File: src/rtl/plc_pkg.sv
// ----------------------------------------------------------------------------
// plc_pkg
// Shared constants and codes of the piecewise-linear calibration unit.
// ----------------------------------------------------------------------------
`default_nettype none

package plc_pkg;

  localparam int unsigned NUM_POINTS_DEF  = 8;
  localparam int unsigned SAMPLE_BITS_DEF = 10;

  // request kinds carried in the slave-side tuser
  typedef enum logic [1:0] {
    REQ_CLEAR   = 2'd0,
    REQ_APPEND  = 2'd1,
    REQ_CONVERT = 2'd2
  } req_e;

  // result status carried in the master-side tuser
  typedef enum logic [1:0] {
    STAT_OK      = 2'd0,
    STAT_FULL    = 2'd1,
    STAT_FEW     = 2'd2,
    STAT_ZERO_DX = 2'd3
  } status_e;

endpackage

`default_nettype wire

File: src/rtl/plc_table.sv
// ----------------------------------------------------------------------------
// plc_table
// Calibration point memory: one write port, one read port, registered read.
// ----------------------------------------------------------------------------
`default_nettype none

module plc_table #(
  parameter int unsigned DEPTH  = 8,
  parameter int unsigned ADDR_W = 3,
  parameter int unsigned DATA_W = 42
) (
  input  logic              clk_i,
  input  logic              we_i,
  input  logic [ADDR_W-1:0] waddr_i,
  input  logic [DATA_W-1:0] wdata_i,
  input  logic [ADDR_W-1:0] raddr_i,
  output logic [DATA_W-1:0] rdata_o
);

  logic [DATA_W-1:0] mem [DEPTH];
  logic [DATA_W-1:0] rdata_q;

  always_ff @(posedge clk_i) begin
    if (we_i) begin
      mem[waddr_i] <= wdata_i;
    end
    rdata_q <= mem[raddr_i];
  end

  assign rdata_o = rdata_q;

endmodule

`default_nettype wire

File: src/rtl/plc_div.sv
// ----------------------------------------------------------------------------
// plc_div
// Restoring unsigned divider, one quotient bit per cycle.
// ----------------------------------------------------------------------------
`default_nettype none

module plc_div #(
  parameter int unsigned NUM_W = 43,
  parameter int unsigned DEN_W = 10
) (
  input  logic             clk_i,
  input  logic             rst_ni,
  input  logic             start_i,
  input  logic [NUM_W-1:0] num_i,
  input  logic [DEN_W-1:0] den_i,
  output logic [NUM_W-1:0] quo_o,
  output logic             done_o
);

  localparam int unsigned CNT_W = $clog2(NUM_W + 1);

  logic             busy_q, busy_d;
  logic             done_q, done_d;
  logic [CNT_W-1:0] cnt_q, cnt_d;
  logic [NUM_W-1:0] quo_q, quo_d;
  logic [DEN_W-1:0] rem_q, rem_d;
  logic [DEN_W-1:0] den_q, den_d;
  logic [DEN_W:0]   trial;
  logic             fits;

  // shift the next dividend bit into the partial remainder
  assign trial = {rem_q, quo_q[NUM_W-1]};
  assign fits  = (trial >= {1'b0, den_q});

  always_comb begin
    busy_d = busy_q;
    done_d = 1'b0;
    cnt_d  = cnt_q;
    quo_d  = quo_q;
    rem_d  = rem_q;
    den_d  = den_q;
    if (start_i) begin
      busy_d = 1'b1;
      cnt_d  = CNT_W'(NUM_W);
      quo_d  = num_i;
      rem_d  = '0;
      den_d  = den_i;
    end else if (busy_q) begin
      quo_d = {quo_q[NUM_W-2:0], fits};
      rem_d = fits ? DEN_W'(trial - {1'b0, den_q}) : trial[DEN_W-1:0];
      cnt_d = cnt_q - CNT_W'(1);
      if (cnt_q == CNT_W'(1)) begin
        busy_d = 1'b0;
        done_d = 1'b1;
      end
    end
  end

  always_ff @(posedge clk_i or negedge rst_ni) begin
    if (!rst_ni) begin
      busy_q <= 1'b0;
      done_q <= 1'b0;
      cnt_q  <= '0;
    end else begin
      busy_q <= busy_d;
      done_q <= done_d;
      cnt_q  <= cnt_d;
    end
  end

  always_ff @(posedge clk_i) begin
    quo_q <= quo_d;
    rem_q <= rem_d;
    den_q <= den_d;
  end

  assign quo_o  = quo_q;
  assign done_o = done_q;

endmodule

`default_nettype wire

File: src/rtl/piecewise_linear_calibration_unit.sv
// ----------------------------------------------------------------------------
// piecewise_linear_calibration_unit
// Calibration point table with piecewise-linear sample conversion.
// ----------------------------------------------------------------------------
// Input beats arrive on s_axis: tuser carries the request (clear, append,
// convert), tdata the point to append and the sample to convert. Every input
// beat yields exactly one output beat on m_axis: tdata is the converted value
// (signed Q16.16, saturated, zero unless a conversion succeeds), tuser the
// status.
// One item is in work at a time; s_axis_tready is low until its result has
// been moved into the output register. Clear and append go from acceptance
// through S_OUT to a valid output beat. A conversion walks the table on the
// single memory port (S_SCAN_RD and S_SCAN_CHK per point visited), fetches
// the chosen segment (S_LO_RD, S_LO_GET, S_HI_RD, S_HI_GET), multiplies
// (S_MUL), then runs the bit-serial divider, one quotient bit per cycle,
// and saturates the sum (S_SUM) before S_OUT. A stalled receiver holds the
// output beat; the next item is taken meanwhile and its result waits until
// the output register frees up.
// Reset empties the table (point count zero) and clears the output valid.
// ----------------------------------------------------------------------------
`default_nettype none

module piecewise_linear_calibration_unit
  import plc_pkg::*;
#(
  parameter int unsigned NUM_POINTS  = NUM_POINTS_DEF,
  parameter int unsigned SAMPLE_BITS = SAMPLE_BITS_DEF,
  localparam int unsigned S_DATA_W   = ((2 * SAMPLE_BITS + 32) + 7) / 8 * 8
) (
  input  logic                clk_i,
  input  logic                rst_ni,
  input  logic                s_axis_tvalid,
  output logic                s_axis_tready,
  // point_analog, point_value, sample (low bit up), zero padded
  input  logic [S_DATA_W-1:0] s_axis_tdata,
  // req_type
  input  logic [1:0]          s_axis_tuser,
  output logic                m_axis_tvalid,
  input  logic                m_axis_tready,
  // value
  output logic [31:0]         m_axis_tdata,
  // status
  output logic [1:0]          m_axis_tuser
);

  localparam int unsigned SB  = SAMPLE_BITS;
  localparam int unsigned IW  = $clog2(NUM_POINTS);
  localparam int unsigned CW  = $clog2(NUM_POINTS + 1);
  localparam int unsigned EW  = SB + 32;
  localparam int unsigned PW  = SB + 34;
  localparam int unsigned MW  = SB + 33;
  localparam int unsigned SW  = MW + 2;
  localparam logic signed [SW-1:0] SUM_MAX = SW'(32'sh7fff_ffff);
  localparam logic signed [SW-1:0] SUM_MIN = SW'(32'sh8000_0000);

  typedef enum logic [3:0] {
    S_IDLE,
    S_SCAN_RD,
    S_SCAN_CHK,
    S_LO_RD,
    S_LO_GET,
    S_HI_RD,
    S_HI_GET,
    S_MUL,
    S_DIV_GO,
    S_DIV_WAIT,
    S_SUM,
    S_OUT
  } state_e;

  state_e                 state_q, state_d;
  logic [CW-1:0]          count_q, count_d;
  logic [IW-1:0]          idx_q, idx_d;
  logic [SB-1:0]          sample_q, sample_d;
  logic [SB-1:0]          prev_q, prev_d;
  logic [SB-1:0]          x0_q, x0_d;
  logic signed [31:0]     y0_q, y0_d;
  logic signed [SB:0]     dx_q, dx_d;
  logic signed [32:0]     dy_q, dy_d;
  logic signed [SB:0]     diff_q, diff_d;
  logic signed [PW-1:0]   prod_q, prod_d;
  logic                   neg_q, neg_d;
  logic [31:0]            res_value_q, res_value_d;
  status_e                res_status_q, res_status_d;
  logic                   m_valid_q, m_valid_d;
  logic [31:0]            m_data_q, m_data_d;
  logic [1:0]             m_user_q, m_user_d;

  logic                   accept;
  logic                   is_full;
  logic                   tbl_we;
  logic [IW-1:0]          last_idx;
  logic [IW-1:0]          tail_lo;
  logic [SB-1:0]          in_analog;
  logic [31:0]            in_value;
  logic [SB-1:0]          in_sample;
  logic [EW-1:0]          rd_data;
  logic [SB-1:0]          rd_x;
  logic [31:0]            rd_y;
  logic                   div_start;
  logic [MW-1:0]          div_num;
  logic [SB-1:0]          div_den;
  logic [MW-1:0]          div_quo;
  logic                   div_done;
  logic signed [SW-1:0]   q_ext;
  logic signed [SW-1:0]   q_signed;
  logic signed [SW-1:0]   sum;

  assign in_analog = s_axis_tdata[SB-1:0];
  assign in_value  = s_axis_tdata[SB+31:SB];
  assign in_sample = s_axis_tdata[2*SB+31:SB+32];

  assign s_axis_tready = (state_q == S_IDLE);
  assign accept        = s_axis_tvalid & s_axis_tready;
  assign is_full       = (count_q == CW'(NUM_POINTS));
  assign tbl_we        = accept && (req_e'(s_axis_tuser) == REQ_APPEND) && !is_full;
  assign last_idx      = IW'(count_q - CW'(1));
  assign tail_lo       = IW'(count_q - CW'(2));

  assign rd_x = rd_data[SB-1:0];
  assign rd_y = rd_data[EW-1:SB];

  plc_table #(
    .DEPTH  (NUM_POINTS),
    .ADDR_W (IW),
    .DATA_W (EW)
  ) u_plc_table (
    .clk_i   (clk_i),
    .we_i    (tbl_we),
    .waddr_i (IW'(count_q)),
    .wdata_i ({in_value, in_analog}),
    .raddr_i (idx_q),
    .rdata_o (rd_data)
  );

  // divide magnitudes; the sign is put back afterwards (truncation toward zero)
  assign div_start = (state_q == S_DIV_GO);
  assign div_num   = prod_q[PW-1] ? MW'(-prod_q) : MW'(prod_q);
  assign div_den   = dx_q[SB] ? SB'(-dx_q) : SB'(dx_q);

  plc_div #(
    .NUM_W (MW),
    .DEN_W (SB)
  ) u_plc_div (
    .clk_i   (clk_i),
    .rst_ni  (rst_ni),
    .start_i (div_start),
    .num_i   (div_num),
    .den_i   (div_den),
    .quo_o   (div_quo),
    .done_o  (div_done)
  );

  assign q_ext    = {2'b00, div_quo};
  assign q_signed = neg_q ? -q_ext : q_ext;
  assign sum      = q_signed + SW'(y0_q);

  always_comb begin
    state_d      = state_q;
    count_d      = count_q;
    idx_d        = idx_q;
    sample_d     = sample_q;
    prev_d       = prev_q;
    x0_d         = x0_q;
    y0_d         = y0_q;
    dx_d         = dx_q;
    dy_d         = dy_q;
    diff_d       = diff_q;
    prod_d       = prod_q;
    neg_d        = neg_q;
    res_value_d  = res_value_q;
    res_status_d = res_status_q;
    m_valid_d    = m_valid_q;
    m_data_d     = m_data_q;
    m_user_d     = m_user_q;

    // retire the output beat once taken
    if (m_valid_q && m_axis_tready) begin
      m_valid_d = 1'b0;
    end

    case (state_q)
      S_IDLE: begin
        if (accept) begin
          res_value_d  = '0;
          res_status_d = STAT_OK;
          state_d      = S_OUT;
          case (req_e'(s_axis_tuser))
            REQ_CLEAR: begin
              count_d = '0;
            end
            REQ_APPEND: begin
              if (is_full) begin
                res_status_d = STAT_FULL;
              end else begin
                count_d = count_q + CW'(1);
              end
            end
            REQ_CONVERT: begin
              sample_d = in_sample;
              if (count_q < CW'(2)) begin
                res_status_d = STAT_FEW;
              end else begin
                idx_d   = '0;
                state_d = S_SCAN_RD;
              end
            end
            default: begin
              res_status_d = STAT_OK;
            end
          endcase
        end
      end
      S_SCAN_RD: begin
        state_d = S_SCAN_CHK;
      end
      S_SCAN_CHK: begin
        if (idx_q == '0) begin
          if (sample_q < rd_x) begin
            // below the table: extrapolate along the first segment
            state_d = S_LO_RD;
          end else begin
            prev_d  = rd_x;
            idx_d   = idx_q + IW'(1);
            state_d = S_SCAN_RD;
          end
        end else if (prev_q <= sample_q && sample_q < rd_x) begin
          idx_d   = idx_q - IW'(1);
          state_d = S_LO_RD;
        end else if (idx_q == last_idx) begin
          // above the table: extrapolate along the last segment
          idx_d   = tail_lo;
          state_d = S_LO_RD;
        end else begin
          prev_d  = rd_x;
          idx_d   = idx_q + IW'(1);
          state_d = S_SCAN_RD;
        end
      end
      S_LO_RD: begin
        state_d = S_LO_GET;
      end
      S_LO_GET: begin
        x0_d    = rd_x;
        y0_d    = rd_y;
        idx_d   = idx_q + IW'(1);
        state_d = S_HI_RD;
      end
      S_HI_RD: begin
        state_d = S_HI_GET;
      end
      S_HI_GET: begin
        dx_d   = $signed({1'b0, rd_x}) - $signed({1'b0, x0_q});
        dy_d   = $signed({rd_y[31], rd_y}) - $signed({y0_q[31], y0_q});
        diff_d = $signed({1'b0, sample_q}) - $signed({1'b0, x0_q});
        if (rd_x == x0_q) begin
          res_status_d = STAT_ZERO_DX;
          state_d      = S_OUT;
        end else begin
          state_d = S_MUL;
        end
      end
      S_MUL: begin
        prod_d  = PW'(dy_q) * PW'(diff_q);
        state_d = S_DIV_GO;
      end
      S_DIV_GO: begin
        neg_d   = prod_q[PW-1] ^ dx_q[SB];
        state_d = S_DIV_WAIT;
      end
      S_DIV_WAIT: begin
        if (div_done) begin
          state_d = S_SUM;
        end
      end
      S_SUM: begin
        if (sum > SUM_MAX) begin
          res_value_d = 32'h7fff_ffff;
        end else if (sum < SUM_MIN) begin
          res_value_d = 32'h8000_0000;
        end else begin
          res_value_d = sum[31:0];
        end
        res_status_d = STAT_OK;
        state_d      = S_OUT;
      end
      S_OUT: begin
        // hold the result until the output register is free
        if (!m_valid_q || m_axis_tready) begin
          m_valid_d = 1'b1;
          m_data_d  = res_value_q;
          m_user_d  = res_status_q;
          state_d   = S_IDLE;
        end
      end
      default: begin
        state_d = S_IDLE;
      end
    endcase
  end

  always_ff @(posedge clk_i or negedge rst_ni) begin
    if (!rst_ni) begin
      state_q   <= S_IDLE;
      count_q   <= '0;
      idx_q     <= '0;
      m_valid_q <= 1'b0;
      m_data_q  <= '0;
      m_user_q  <= '0;
    end else begin
      state_q   <= state_d;
      count_q   <= count_d;
      idx_q     <= idx_d;
      m_valid_q <= m_valid_d;
      m_data_q  <= m_data_d;
      m_user_q  <= m_user_d;
    end
  end

  always_ff @(posedge clk_i) begin
    sample_q     <= sample_d;
    prev_q       <= prev_d;
    x0_q         <= x0_d;
    y0_q         <= y0_d;
    dx_q         <= dx_d;
    dy_q         <= dy_d;
    diff_q       <= diff_d;
    prod_q       <= prod_d;
    neg_q        <= neg_d;
    res_value_q  <= res_value_d;
    res_status_q <= res_status_d;
  end

  assign m_axis_tvalid = m_valid_q;
  assign m_axis_tdata  = m_data_q;
  assign m_axis_tuser  = m_user_q;

endmodule

`default_nettype wire

File: config.mk
export PLATFORM = sky130hd
export DESIGN_NAME = piecewise_linear_calibration_unit
export DESIGN_NICKNAME = d
export VERILOG_FILES = /design/src/rtl/plc_pkg.sv /design/src/rtl/plc_table.sv /design/src/rtl/plc_div.sv /design/src/rtl/piecewise_linear_calibration_unit.sv
export SDC_FILE = /design/constraint.sdc
export NUM_CORES = 2
export LEC_CHECK = 0
export BUFFER_PORTS_ARGS = -buffer_cell sky130_fd_sc_hd__buf_4
export CORE_UTILIZATION = 55
export DETAILED_ROUTE_END_ITERATION = 6
export PLACE_DENSITY = 0.8
export SLEW_MARGIN = 0
export SYNTH_ARGS = -nofsm -noshare
export SYNTH_HDL_FRONTEND = slang
export SYNTH_HIERARCHICAL = 1
export SYNTH_SLANG_ARGS = --single-unit
File: constraint.sdc
create_clock -name clk_i -period 6.5 [get_ports clk_i]
set_input_delay 0.325 -clock clk_i [delete_from_list [all_inputs] [get_ports clk_i]]
set_output_delay 0.325 -clock clk_i [all_outputs]
set_load 0.1 [all_outputs]
==> results_dict.tcl <==
set metrics [dict create \
    fin_crit_sh 0.991 \
    wire_per_inst_um 21.3 \
    core_um2 80700 \
    dp_hpwl_mm 73.9 \
    final_max_slew_viol_count 0 \
    rows 104 \
    via_count 29400 \
    grt_max_degree 58 \
    ys_types 83 \
    cp.required_ps 6980 \
    drive_gt1_frac 0.166 \
    hold_violations 0 \
    clockBufferDepth 3 \
    cts_sinks 691 \
    fin_crit_ps 6440 \
    drt_iter0_markers 2414 \
    holdCritStartpoint "m_axis_tready" \
    vias_per_cell 5.82 \
    holdWs_ps 38.8 \
    status "complete, but fails checks" \
    cts.clk_slew.worst_paths_ps 60 \
    synth_seq_cells 691 \
    r2r_cells 26 \
    worst_skew_pair.late_latency_ps 640 \
    cts_buffers 71 \
    cts.htree.levels 3 \
    maxCapViolations 0 \
    grt_use_met1 0.340 \
    final_core_util 0.634 \
    setup_viol 0 \
    num_io_pins 98 \
    synthFlopType "edfxtp_1" \
    cts-root-buf "clkbuf_16" \
    antenna_found_initial 11 \
    grt_pass1_wl_mm 167 \
    endpoint "res_value_q[26]" \
    worst_pin_slew_ps 1330 \
    fmax_ghz 0.155 \
    cp_max_fo 6 \
    seq_area_frac_synth 0.444 \
    path_class "flip-flop to flip-flop" \
    synthToLayoutAreaGrowth_pct 13.8 \
    crit_start "u_plc_div/quo_o[8]" \
    syn_area_per_cell_um2 12.1 \
    crit_arrival_ps 6920 \
    holdPathStages 3 \
    ant_nets 0 \
    nets 4551 \
    fp.dieW_um 288 \
    grt.busiest_layer "met2" \
    finalWirelength_mm 107 \
    critical_path.endpoint_type "flip-flop" \
    dpl_cell_area_um2 47400 \
    violations "design-rule violations" \
    io_buffers 93 \
    r2r-start "u_plc_div/quo_o[8]" \
    use_met3 0.0424 \
    yosysWarnings 6 \
    hold_class "input port to flip-flop" \
    start_util 0.557 \
    maxSlewHeadroom 0.111 \
    die_h_um 288 \
    synthCells 3709 \
    gr-total-overflow 0 \
    ys_async_sr_fraction 0.0781 \
    grt_util_all_layers 0.261 \
    first_pass_iters 7 \
    critPathLaunchType "flip-flop" \
    die-area_um2 82800 \
    gp_congestion 0.947 \
    use_met2 0.444 \
    synth_edf_count 585 \
    reg2reg_to "res_value_q[26]" \
    drt_drc_violations_left 4 \
    synthesis.area_um2 44900 \
    clock_skew_ps 38.6 \
    cts_tree "done" \
    rsz0062_at_grt "yes" \
    ff2ff_setup_slack_ps 60 \
    synth_nets 4334 \
    grt_pass1_vias 30200 \
    fin_area_um2 51100 \
]
## layer usage
layer	wire (µm)	vias up
met3	8110	240
met5	84	-
met1	42200	14700
met4	3420	8
met2	53700	1222
li1	-	13200
## synthesized netlist by cell type, drive strengths merged, types with 104 or more instances
master / n / area (µm²)
mux2: 121 / 1360
ha: 243 / 3040
fa: 320 / 6410
nor2: 144 / 541
nand2: 306 / 1150
inv: 495 / 1860
edfxtp: 585 / 17600
and2: 151 / 947
a21oi: 128 / 641
clkbuf: 104 / 390
xnor2: 179 / 1580
o21ai: 152 / 851
## worst max-delay path: stages (launching register included)
cell and delay [ps]:
edfxtp_1 390, or4_4 570, nor4_4 240, nand2b_1 120, or3_4 380, nand2b_4 140
or4_4 420, or4_4 430, or4_4 440, buf_6 140, or2_4 270, o31ai_4 200
xnor2_2 110, ha_4 170, a21o_1 150, a21o_1 180, a21oi_2 180, buf_4 150
xnor2_2 100, o2111ai_2 130, a211oi_2 220, o211ai_1 150, nor4_2 200, and4_4 280
o21ai_4 130, clkbuf_16 260, o21ai_2 120
## worst min-delay path by stage
stage               slack (ps)                  to
CTS                          2       m_axis_tvalid
finish                      40       m_axis_tvalid
floorplan                   30          count_q[0]
global route                40       m_axis_tvalid
global placement           410  u_plc_div/cnt_q[3]
detailed placement         420  u_plc_div/cnt_q[3]
## sequential cells by signal (all words and copies together), names as in the netlist, 11 cells and up
name,flops
diff_q,11
u_plc_div/quo_o,43
u_plc_table/rdata_o,42
m_axis_tdata,32
prod_q,44
dx_q,11
res_value_q,32
dy_q,33
u_plc_table/mem,336
y0_q,32
## kinds of logic after synthesis
kind of cell	synth area share
xor gates and xnor gates	0.0452
DFF	0.444
muxes	0.0733
and+or+nand+nor	0.0917
buffers and inverters	0.0547
AOI/OAI and AO/OA	0.0805
adders and majority gates	0.210
## placed cells by master, fill, tap and decap left out, types with 120 or more instances in the layout
| cell | n |
|---|---|
| a21oi_1 | 120 |
| inv_1 | 494 |
| xnor2_1 | 172 |
| nor2_1 | 136 |
| buf_4 | 203 |
| and2_1 | 150 |
| fa_1 | 320 |
| mux2_2 | 121 |
| ha_1 | 240 |
| nand2_1 | 304 |
| edfxtp_1 | 585 |
## per-stage QoR
stage	cells	worst slack, ps	TNS (ps)
finish	5049	60.2	0
global route	5049	-290	-7720
CTS	5017	4.70	0
detailed placement	4829	-58.7	-756
global placement	4829	2.92	0
floorplan	3709	179	0
## what timing repair did
item / in CTS / in global routing
gates cloned: 1 / 5
hold buffers: 54 / 0
hold endpoints to repair: 401 / 0
setup buffers: 1 / 23
pin swaps: 2 / 44
endpoints found under the setup margin: 31 / 40
resized for setup: 10 / 72
## layout make-up
type,instances,area [µm²]
Sequential cell,691,20000
Clock inverter,34,487
Fill cell,5825,29500
Antenna cell,4,10.0
Tap cell,1060,1330
Timing Repair Buffer,279,2510
Multi-Input combinational cell,2388,22900
Inverter,495,1860
Clock buffer,98,2040
Power is not shown: default switching activity piles up to over one toggle a cycle in this logic, so the estimate is an artifact.
